==> src/rtl/core/in_order_release_buffer_defines.svh <==
// Assertion macros for the in-order release buffer sequencer.
`ifndef IN_ORDER_RELEASE_BUFFER_DEFINES_SVH
`define IN_ORDER_RELEASE_BUFFER_DEFINES_SVH

// Checked only outside reset.
`define IORB_ASSERT(lbl, prop, msg) \
  lbl: assert property (@(posedge clk) disable iff (rst) prop) else $error(msg);

// Checked on every edge, reset included.
`define IORB_ASSERT_ALWAYS(lbl, prop, msg) \
  lbl: assert property (@(posedge clk) prop) else $error(msg);

`endif

==> src/rtl/core/iorb_pkg.sv <==
// Shared constants for the in-order release buffer.
package iorb_pkg;

  localparam int ID_BITS = 7;
  localparam logic [ID_BITS-1:0] STREAM_LENGTH_RESET = 7'd64;

endpackage

==> src/rtl/core/iorb_ram.sv <==
// Generic single-write, single-read RAM with registered read data.
module iorb_ram #(
  parameter int WIDTH = 32,
  parameter int DEPTH = 64
) (
  input  logic                     clk,
  input  logic                     wr_en,
  input  logic [$clog2(DEPTH)-1:0] wr_addr,
  input  logic [WIDTH-1:0]         wr_data,
  input  logic                     rd_en,
  input  logic [$clog2(DEPTH)-1:0] rd_addr,
  output logic [WIDTH-1:0]         rd_data
);

  logic [WIDTH-1:0] mem [DEPTH];

  always_ff @(posedge clk) begin
    if (wr_en) begin
      mem[wr_addr] <= wr_data;
    end
    if (rd_en) begin
      rd_data <= mem[rd_addr];
    end
  end

endmodule

==> src/rtl/core/iorb_seq.sv <==
// Slot store, fill bits and release sequencer of the in-order release buffer.
`include "in_order_release_buffer_defines.svh"

module iorb_seq import iorb_pkg::*; #(
  parameter int DEPTH     = 64,
  parameter int WORD_BITS = 32
) (
  input  logic                 clk,
  input  logic                 rst,
  input  logic [ID_BITS-1:0]   stream_length,
  input  logic                 in_valid,
  output logic                 in_stall,
  input  logic [ID_BITS-1:0]   slot_id,
  input  logic [WORD_BITS-1:0] payload,
  output logic                 out_valid,
  input  logic                 out_stall,
  output logic [WORD_BITS-1:0] released_word,
  output logic                 last_of_run
);

  localparam int ADDR_W = $clog2(DEPTH);
  localparam int LEN_W  = $clog2(DEPTH + 1);

  typedef enum logic [1:0] {
    ST_IDLE,
    ST_RD,
    ST_WAIT
  } state_t;

  state_t               state;
  logic [LEN_W-1:0]     next_position;
  logic [DEPTH-1:0]     filled;
  logic                 run_last;

  logic [LEN_W-1:0]     eff_len;
  logic                 in_take;
  logic                 id_ok;
  logic [ID_BITS-1:0]   pos_full;
  logic [ADDR_W-1:0]    pos;
  logic                 pos_hit;
  logic [LEN_W-1:0]     nxt;
  logic                 more;
  logic                 out_load;
  logic [WORD_BITS-1:0] rd_data;

  // Lengths above the buffer depth act as the depth.
  assign eff_len  = (stream_length > ID_BITS'(DEPTH)) ? LEN_W'(DEPTH)
                                                      : stream_length[LEN_W-1:0];
  assign in_stall = (state != ST_IDLE);
  assign in_take  = in_valid && !in_stall;
  assign id_ok    = (slot_id != '0) && (slot_id <= ID_BITS'(eff_len));
  assign pos_full = slot_id - ID_BITS'(1);
  assign pos      = pos_full[ADDR_W-1:0];
  assign pos_hit  = (LEN_W'(pos) == next_position);

  // Shared step unit: position increment and the look-ahead for the last flag.
  assign nxt      = next_position + LEN_W'(1);
  assign more     = (nxt < eff_len) && filled[nxt[ADDR_W-1:0]];
  assign out_load = (state == ST_WAIT) && (!out_valid || !out_stall);

  iorb_ram #(
    .WIDTH (WORD_BITS),
    .DEPTH (DEPTH)
  ) u_slots (
    .clk     (clk),
    .wr_en   (in_take && id_ok),
    .wr_addr (pos),
    .wr_data (payload),
    .rd_en   (state == ST_RD),
    .rd_addr (next_position[ADDR_W-1:0]),
    .rd_data (rd_data)
  );

  always_ff @(posedge clk) begin
    if (rst) begin
      state         <= ST_IDLE;
      next_position <= '0;
      filled        <= '0;
      run_last      <= 1'b0;
      out_valid     <= 1'b0;
    end else begin
      if (out_valid && !out_stall && !out_load) begin
        out_valid <= 1'b0;
      end
      case (state)
        ST_IDLE: begin
          if (in_take && id_ok) begin
            filled[pos] <= 1'b1;
            if (pos_hit) begin
              state <= ST_RD;
            end
          end
        end
        ST_RD: begin
          // read issued this cycle; data lands next cycle
          run_last <= !more;
          state    <= ST_WAIT;
        end
        ST_WAIT: begin
          if (out_load) begin
            out_valid     <= 1'b1;
            released_word <= rd_data;
            last_of_run   <= run_last;
            next_position <= nxt;
            state         <= run_last ? ST_IDLE : ST_RD;
          end
        end
        default: begin
          state <= ST_IDLE;
        end
      endcase
    end
  end

  `IORB_ASSERT(a_pos_bound, next_position <= LEN_W'(DEPTH), "release position past depth")
  `IORB_ASSERT(a_pos_step, out_load |=> (next_position == $past(next_position) + LEN_W'(1)), "release position did not advance by one")
  `IORB_ASSERT(a_rd_filled, (state == ST_RD) |-> filled[next_position[ADDR_W-1:0]], "read of an unfilled slot")
  `IORB_ASSERT_ALWAYS(a_filled_rst, rst |=> (filled == '0), "fill bits not cleared by reset")

endmodule

==> src/rtl/core/in_order_release_buffer.sv <==
// Top level of the in-order release buffer: length register and sequencer.
//
//  channel  | handshake              | payload
//  ---------+------------------------+------------------------------
//  in       | in_valid / in_stall    | slot_id, payload
//  out      | out_valid / out_stall  | released_word, last_of_run
//  cfg      | cfg_wr_en              | cfg_wr_data (stream_length)
//
// An input transaction is taken while in_stall is low; a dropped or out-of-order id is done then.
// Each released word of a run passes a registered slot RAM read, then an output
// register load; in_stall stays high until the last word is loaded.
// The output register lets the next input transaction in while the last word waits.
// Reset clears fill bits and the release position at once; no clearing pass.
// out_stall holds the sequencer in its load step; nothing is lost.
module in_order_release_buffer import iorb_pkg::*; #(
  parameter int DEPTH     = 64,
  parameter int WORD_BITS = 32
) (
  input  logic                 clk,
  input  logic                 rst,
  input  logic                 cfg_wr_en,
  input  logic [ID_BITS-1:0]   cfg_wr_data,
  input  logic                 in_valid,
  output logic                 in_stall,
  input  logic [ID_BITS-1:0]   slot_id,
  input  logic [WORD_BITS-1:0] payload,
  output logic                 out_valid,
  input  logic                 out_stall,
  output logic [WORD_BITS-1:0] released_word,
  output logic                 last_of_run
);

  logic [ID_BITS-1:0] stream_length;

  always_ff @(posedge clk) begin
    if (rst) begin
      stream_length <= STREAM_LENGTH_RESET;
    end else if (cfg_wr_en) begin
      stream_length <= cfg_wr_data;
    end
  end

  iorb_seq #(
    .DEPTH     (DEPTH),
    .WORD_BITS (WORD_BITS)
  ) u_seq (
    .clk           (clk),
    .rst           (rst),
    .stream_length (stream_length),
    .in_valid      (in_valid),
    .in_stall      (in_stall),
    .slot_id       (slot_id),
    .payload       (payload),
    .out_valid     (out_valid),
    .out_stall     (out_stall),
    .released_word (released_word),
    .last_of_run   (last_of_run)
  );

endmodule
==> config.mk <==
export PLATFORM = sky130hd
export DESIGN_NAME = in_order_release_buffer
export DESIGN_NICKNAME = d
export VERILOG_FILES = /design/src/rtl/core/iorb_pkg.sv /design/src/rtl/core/iorb_ram.sv /design/src/rtl/core/iorb_seq.sv /design/src/rtl/core/in_order_release_buffer.sv
export VERILOG_INCLUDE_DIRS = /design/src /design/src/rtl/core
export SDC_FILE = /design/constraint.sdc
export NUM_CORES = 2
export LEC_CHECK = 0
export ABC_AREA = 0
export BUFFER_PORTS_ARGS = -buffer_cell sky130_fd_sc_hd__buf_4
export CORE_UTILIZATION = 55
export CTS_CLUSTER_DIAMETER = 60
export DETAILED_ROUTE_END_ITERATION = 10
export GPL_TIMING_DRIVEN = 0
export PLACE_DENSITY = 0.7
export SETUP_SLACK_MARGIN = 0.02
export SYNTH_ARGS = -nofsm -noshare
export SYNTH_HDL_FRONTEND = slang
export SYNTH_SLANG_ARGS = --single-unit
export TNS_END_PERCENT = 100
==> constraint.sdc <==
create_clock -name clk -period 4 [get_ports clk]
set_clock_uncertainty 0.2 [all_clocks]
set_input_delay 0.6 -clock clk [delete_from_list [all_inputs] [get_ports clk]]
set_output_delay 0.6 -clock clk [all_outputs]
set_load 0.005 [all_outputs]
==> impl_results.html <==
<table>
<tr><th>Metric</th><th>Value</th></tr>
<tr><th colspan="2">Clocking</th></tr>
<tr><td>Longest Clk Path Bufs</td><td>3</td></tr>
<tr><td>Reg clk slew, reported paths</td><td>70 ps</td></tr>
<tr><td>CTS Root Cell</td><td>sky130_fd_sc_hd__clkbuf_16</td></tr>
<tr><td>Depth of the CTS H-tree</td><td>4</td></tr>
<tr><td>Number of buffers created by CTS</td><td>211</td></tr>
<tr><td>Clock latency on the worst-skew pair</td><td>880 ps</td></tr>
<tr><td>Clock net sink count</td><td>about 2,200</td></tr>
<tr><td>CTS tree</td><td>yes</td></tr>
<tr><th colspan="2">Yosys</th></tr>
<tr><td>Number of cells produced by synthesis</td><td>roughly 3,400</td></tr>
<tr><td>Sequential cell area fraction in the yosys report</td><td>0.781</td></tr>
<tr><td>Number of synthesis warnings</td><td>0</td></tr>
<tr><td>Synth Area per Inst</td><td>24.7 sq um</td></tr>
<tr><td>Async set-reset flop share out of synthesis</td><td>0</td></tr>
<tr><td>Register bit total from synthesis</td><td>2,195</td></tr>
<tr><td>Synthesized netlist net count</td><td>3,441</td></tr>
<tr><td>Number of enable flip-flop cells after synthesis</td><td>2,113</td></tr>
<tr><td>Synth Flop Type</td><td>sky130_fd_sc_hd__edfxtp_1</td></tr>
<tr><td>Yosys cell types</td><td>45</td></tr>
<tr><td>Post-synthesis instance area</td><td>around 83,000 sq um</td></tr>
<tr><th colspan="2">Critical path</th></tr>
<tr><td>Crit path launch type</td><td>flip-flop</td></tr>
<tr><td>Reg2Reg Capture Point</td><td>u_seq.u_slots.rd_data[24]$_DFFE_PN_</td></tr>
<tr><td>Register-to-register setup slack</td><td>-50 ps</td></tr>
<tr><td>Type of the worst setup path</td><td>flip-flop to flip-flop</td></tr>
<tr><td>Worst r2r src</td><td>u_seq.next_position[4]$_SDFFE_PP0P_</td></tr>
<tr><td>CP Data Required Time</td><td>4410 ps</td></tr>
<tr><td>Data arrival time at the worst-slack endpoint</td><td>4460 ps</td></tr>
<tr><td>Worst Reg-to-Reg Cells</td><td>5</td></tr>
<tr><td>CP Max Fanout</td><td>10</td></tr>
<tr><td>Critical path capture point type</td><td>flip-flop</td></tr>
<tr><th colspan="2">Detailed routing</th></tr>
<tr><td>Number of DRC markers after the initial detailed-route iteration</td><td>about 6,200</td></tr>
<tr><td>Number of vias per cell</td><td>between 6 and 7</td></tr>
<tr><td>Count of unresolved DRC violations after routing</td><td>0</td></tr>
<tr><td>Post-detailed-route count of antenna-violating nets</td><td>0</td></tr>
<tr><td>Routed wire length</td><td>roughly 220,000 um</td></tr>
<tr><td>Detail-routed net length per standard cell</td><td>36.1 um</td></tr>
<tr><td>Pre-Repair DR Iteration Count</td><td>6</td></tr>
<tr><td>Via Count</td><td>40,100</td></tr>
<tr><th colspan="2">Place</th></tr>
<tr><td>Placed Instances</td><td>around 5,500</td></tr>
<tr><td>Detail Placement HPWL</td><td>approximately 140,000 um</td></tr>
<tr><td>Worst slack at placement</td><td>-939 ps</td></tr>
<tr><td>Port bufs</td><td>83</td></tr>
<tr><td>Placer congestion estimate</td><td>around 0.93</td></tr>
<tr><th colspan="2">Global route</th></tr>
<tr><td>Antenna violations before repair</td><td>16</td></tr>
<tr><td>First-pass GRT wire length</td><td>about 300,000 um</td></tr>
<tr><td>Met1 track utilization from global routing</td><td>0.398</td></tr>
<tr><td>Global route overflow</td><td>0</td></tr>
<tr><td>GR met3 Demand/Resource</td><td>0.0812</td></tr>
<tr><td>Global routing usage summed across all routing layers</td><td>0.291</td></tr>
<tr><td>Largest net degree at the start of global routing</td><td>65</td></tr>
<tr><td>Vias in the first global route</td><td>around 40,000</td></tr>
<tr><td>Most Crowded Layer GR</td><td>met2</td></tr>
<tr><td>Met2 track demand over resource</td><td>0.448</td></tr>
<tr><th colspan="2">STA</th></tr>
<tr><td>Total negative slack for setup checks</td><td>-130 ps</td></tr>
<tr><td>Final-report max-slew violation count</td><td>0</td></tr>
<tr><td>Maximum frequency from static timing analysis</td><td>247 MHz</td></tr>
<tr><td>Worst Tran Pin Value</td><td>1340 ps</td></tr>
<tr><td>Fin crit share</td><td>1.01</td></tr>
<tr><td>RSZ-0062 raised after global routing</td><td>yes</td></tr>
<tr><td>Crit path time final</td><td>4050 ps</td></tr>
<tr><td>Number of hold-slack violations in the final timing report</td><td>0</td></tr>
<tr><td>Setup Viol. Count Final</td><td>3</td></tr>
<tr><td>Tightest slew margin relative to the limit</td><td>0.102</td></tr>
<tr><td>Final setup slack of the worst path</td><td>-48.9 ps</td></tr>
<tr><th colspan="2">Final layout</th></tr>
<tr><td>Utilization after layout</td><td>0.645</td></tr>
<tr><td>Non-Filler Instances</td><td>around 6,000</td></tr>
<tr><td>Post-synthesis to final-layout area growth</td><td>16.2%</td></tr>
<tr><td>Number of nets in the finished design</td><td>3,909</td></tr>
<tr><td>Top library cells by usage in the layout, fill and taps aside</td><td>2,113 x sky130_fd_sc_hd__edfxtp_1, 688 x sky130_fd_sc_hd__mux4_2, 211 x sky130_fd_sc_hd__clkbuf_16</td></tr>
<tr><td>Fraction of layout instances using a drive strength above 1</td><td>0.345</td></tr>
<tr><td>Most common cell after layout, fill and taps aside</td><td>sky130_fd_sc_hd__edfxtp_1</td></tr>
<tr><th colspan="2">Worst hold path</th></tr>
<tr><td>Source of the worst hold timing path</td><td>cfg_wr_en</td></tr>
<tr><td>End of the worst hold path</td><td>stream_length[2]$_SDFFE_PP0P_</td></tr>
<tr><td>Type of the most critical hold path</td><td>input port to flip-flop</td></tr>
<tr><td>Hold depth</td><td>3</td></tr>
<tr><th colspan="2">Pwr</th></tr>
<tr><td>Static power due to leakage</td><td>0.0292 uW</td></tr>
<tr><td>Sequential power share</td><td>0.553</td></tr>
<tr><td>Portion of total power attributed to the clock network</td><td>0.428</td></tr>
<tr><td>Switching fraction of total power</td><td>0.206</td></tr>
<tr><td>Sum of internal, switching and leakage power</td><td>45,800 uW</td></tr>
<tr><td>Peak supply drop</td><td>approximately 450 uV</td></tr>
<tr><td>Power Internal</td><td>around 36,000 uW</td></tr>
<tr><td>Gate power share</td><td>0.019</td></tr>
<tr><td>Net switching power</td><td>around 9400 uW</td></tr>
<tr><td>Total power density per cell area</td><td>472 nW/um^2</td></tr>
<tr><th colspan="2">Flow run</th></tr>
<tr><td>Number of maximum-capacitance violations</td><td>0</td></tr>
<tr><th colspan="2">Floorplanning</th></tr>
<tr><td>Placeable core region</td><td>150,000 sq um</td></tr>
<tr><td>Die area</td><td>around 150,000 sq um</td></tr>
<tr><td>Width of the chip</td><td>391 um</td></tr>
<tr><td>I/O pin count</td><td>86</td></tr>
<tr><td>Die boundary height</td><td>391 um</td></tr>
<tr><td>Initial cell density of the core</td><td>0.555</td></tr>
<tr><td>Site Rows</td><td>142</td></tr>
<tr><th colspan="2">Outcome</th></tr>
<tr><td>Violations in the final reports</td><td>setup timing</td></tr>
<tr><td>Status</td><td>finished, violations left</td></tr>
</table>
==> kinds of logic after synthesis <==
kind of cell	after synthesis	share of synthesized area
xor gates and xnor gates	23	0.00242
AOI/OAI and AO/OA	98	0.00930
muxes	701	0.187
adders and majority gates	15	0.00225
DFF	2195	0.781
buffers and inverters	189	0.00989
and+or+nand+nor	154	0.00800
==> worst max-delay path by stage <==
stage                                        startpoint                                  end  slack [ps]  cells past startpoint
finish              u_seq.next_position[4]$_SDFFE_PP0P_  u_seq.u_slots.rd_data[24]$_DFFE_PN_         -50                      5
global route              stream_length[6]$_SDFFE_PP1P_  u_seq.u_slots.mem[36][20]$_DFFE_PP_          -1                     11
CTS                 u_seq.next_position[2]$_SDFFE_PP0P_   u_seq.u_slots.rd_data[0]$_DFFE_PN_          50                      6
detailed placement                           slot_id[0]  u_seq.u_slots.mem[63][13]$_DFFE_PP_        -940                     11
global placement                             slot_id[0]   u_seq.u_slots.mem[38][0]$_DFFE_PP_       -2720                     10
floorplan                                    slot_id[0]   u_seq.u_slots.mem[32][0]$_DFFE_PP_        -340                     10
==> state kept, by name (all words and copies together), names as in the netlist <==
| name | cells |
|---|---|
| u_seq.u_slots.mem | 2048 |
| u_seq.filled | 64 |
| u_seq.released_word | 32 |
| u_seq.u_slots.rd_data | 32 |
| stream_length | 7 |
| u_seq.next_position | 7 |
| u_seq.state | 2 |
| u_seq.last_of_run | 1 |
| u_seq.out_valid | 1 |
| u_seq.run_last | 1 |
==> power by group through the flow <==
stage | registers [uW] | logic, uW | clock network [uW]
global route | 25300 | 911 | 20600
CTS | 25300 | 862 | 19700
global placement | 25800 | 717 | 0
detailed placement | 25800 | 820 | 0
finish | 25300 | 879 | 19600
floorplan | 25800 | 212 | 0
==> per-stage QoR <==
step | area, sq um | hold WS (ps)
2_1_floorplan | 83400 | 200
3_3_place_gp | 86500 | 203
3_5_place_dp | 88500 | 205
4_1_cts | 96800 | 21.2
5_1_grt | 96900 | 107
6_report | 96900 | 80.3
==> critical path, stage by stage (launching register included) <==
cell	delay [ps]
sky130_fd_sc_hd__dfxtp_1	470
sky130_fd_sc_hd__clkbuf_2	520
sky130_fd_sc_hd__buf_2	590
sky130_fd_sc_hd__clkdlybuf4s15_1	860
sky130_fd_sc_hd__mux4_2	580
sky130_fd_sc_hd__mux4_2	530
==> synthesized netlist by cell type (2+ instances only) <==
cell type                   instances  area share
sky130_fd_sc_hd__a21o_1             3     0.00027
sky130_fd_sc_hd__a21oi_1            8     0.00048
sky130_fd_sc_hd__a31oi_1            3     0.00023
sky130_fd_sc_hd__buf_1             29      0.0013
sky130_fd_sc_hd__buf_2             56      0.0034
sky130_fd_sc_hd__buf_6              6     0.00081
sky130_fd_sc_hd__clkbuf_1          86      0.0039
sky130_fd_sc_hd__dfxtp_1           82       0.020
sky130_fd_sc_hd__edfxtp_1        2113        0.76
sky130_fd_sc_hd__ha_1              15      0.0023
sky130_fd_sc_hd__inv_1             11     0.00050
sky130_fd_sc_hd__mux2i_1           11      0.0013
sky130_fd_sc_hd__mux4_2           688        0.19
sky130_fd_sc_hd__nand2_1           21     0.00095
sky130_fd_sc_hd__nand3_1           23      0.0014
sky130_fd_sc_hd__nand4_1            3     0.00023
sky130_fd_sc_hd__nor2_1            84      0.0038
sky130_fd_sc_hd__nor2b_1            6     0.00045
sky130_fd_sc_hd__nor3_1             8     0.00048
sky130_fd_sc_hd__o21a_1             2     0.00018
sky130_fd_sc_hd__o21ai_0            7     0.00042
sky130_fd_sc_hd__o22ai_1            4     0.00030
sky130_fd_sc_hd__o2bb2ai_1         60      0.0063
sky130_fd_sc_hd__or2_1              2     0.00015
sky130_fd_sc_hd__or3_1              3     0.00023
sky130_fd_sc_hd__xnor2_1           15      0.0016
sky130_fd_sc_hd__xor2_1             8     0.00084
==> layout make-up <==
cell class | instances | area [sq um]
flip-flops and latches | 2195 | 65100
well taps | 2016 | 2520
plain buffers | 177 | 855
fillers | 9387 | 53200
inverters | 12 | 45.0
clock inverters | 133 | 1320
repair buffers | 252 | 3580
multi-input cells | 994 | 18000
clock buffers | 263 | 5480
diodes | 9 | 22.5
==> timing repair <==
item,in CTS,in global routing
setup buffers,86,2
pin swaps,64,1
resized for setup,33,23
hold endpoints to repair,11,0
cloned,3,0
endpoints found under the setup margin,2080,890
hold buffers,16,0
==> per-layer routing <==
metal / routed length (um) / up-vias
li1: - / 15700
met1: 80000 / 21400
met2: 103000 / 2634
met3: 26400 / 400
met4: 8960 / 8
met5: 62 / -
(Power assumes the default switching activity.)
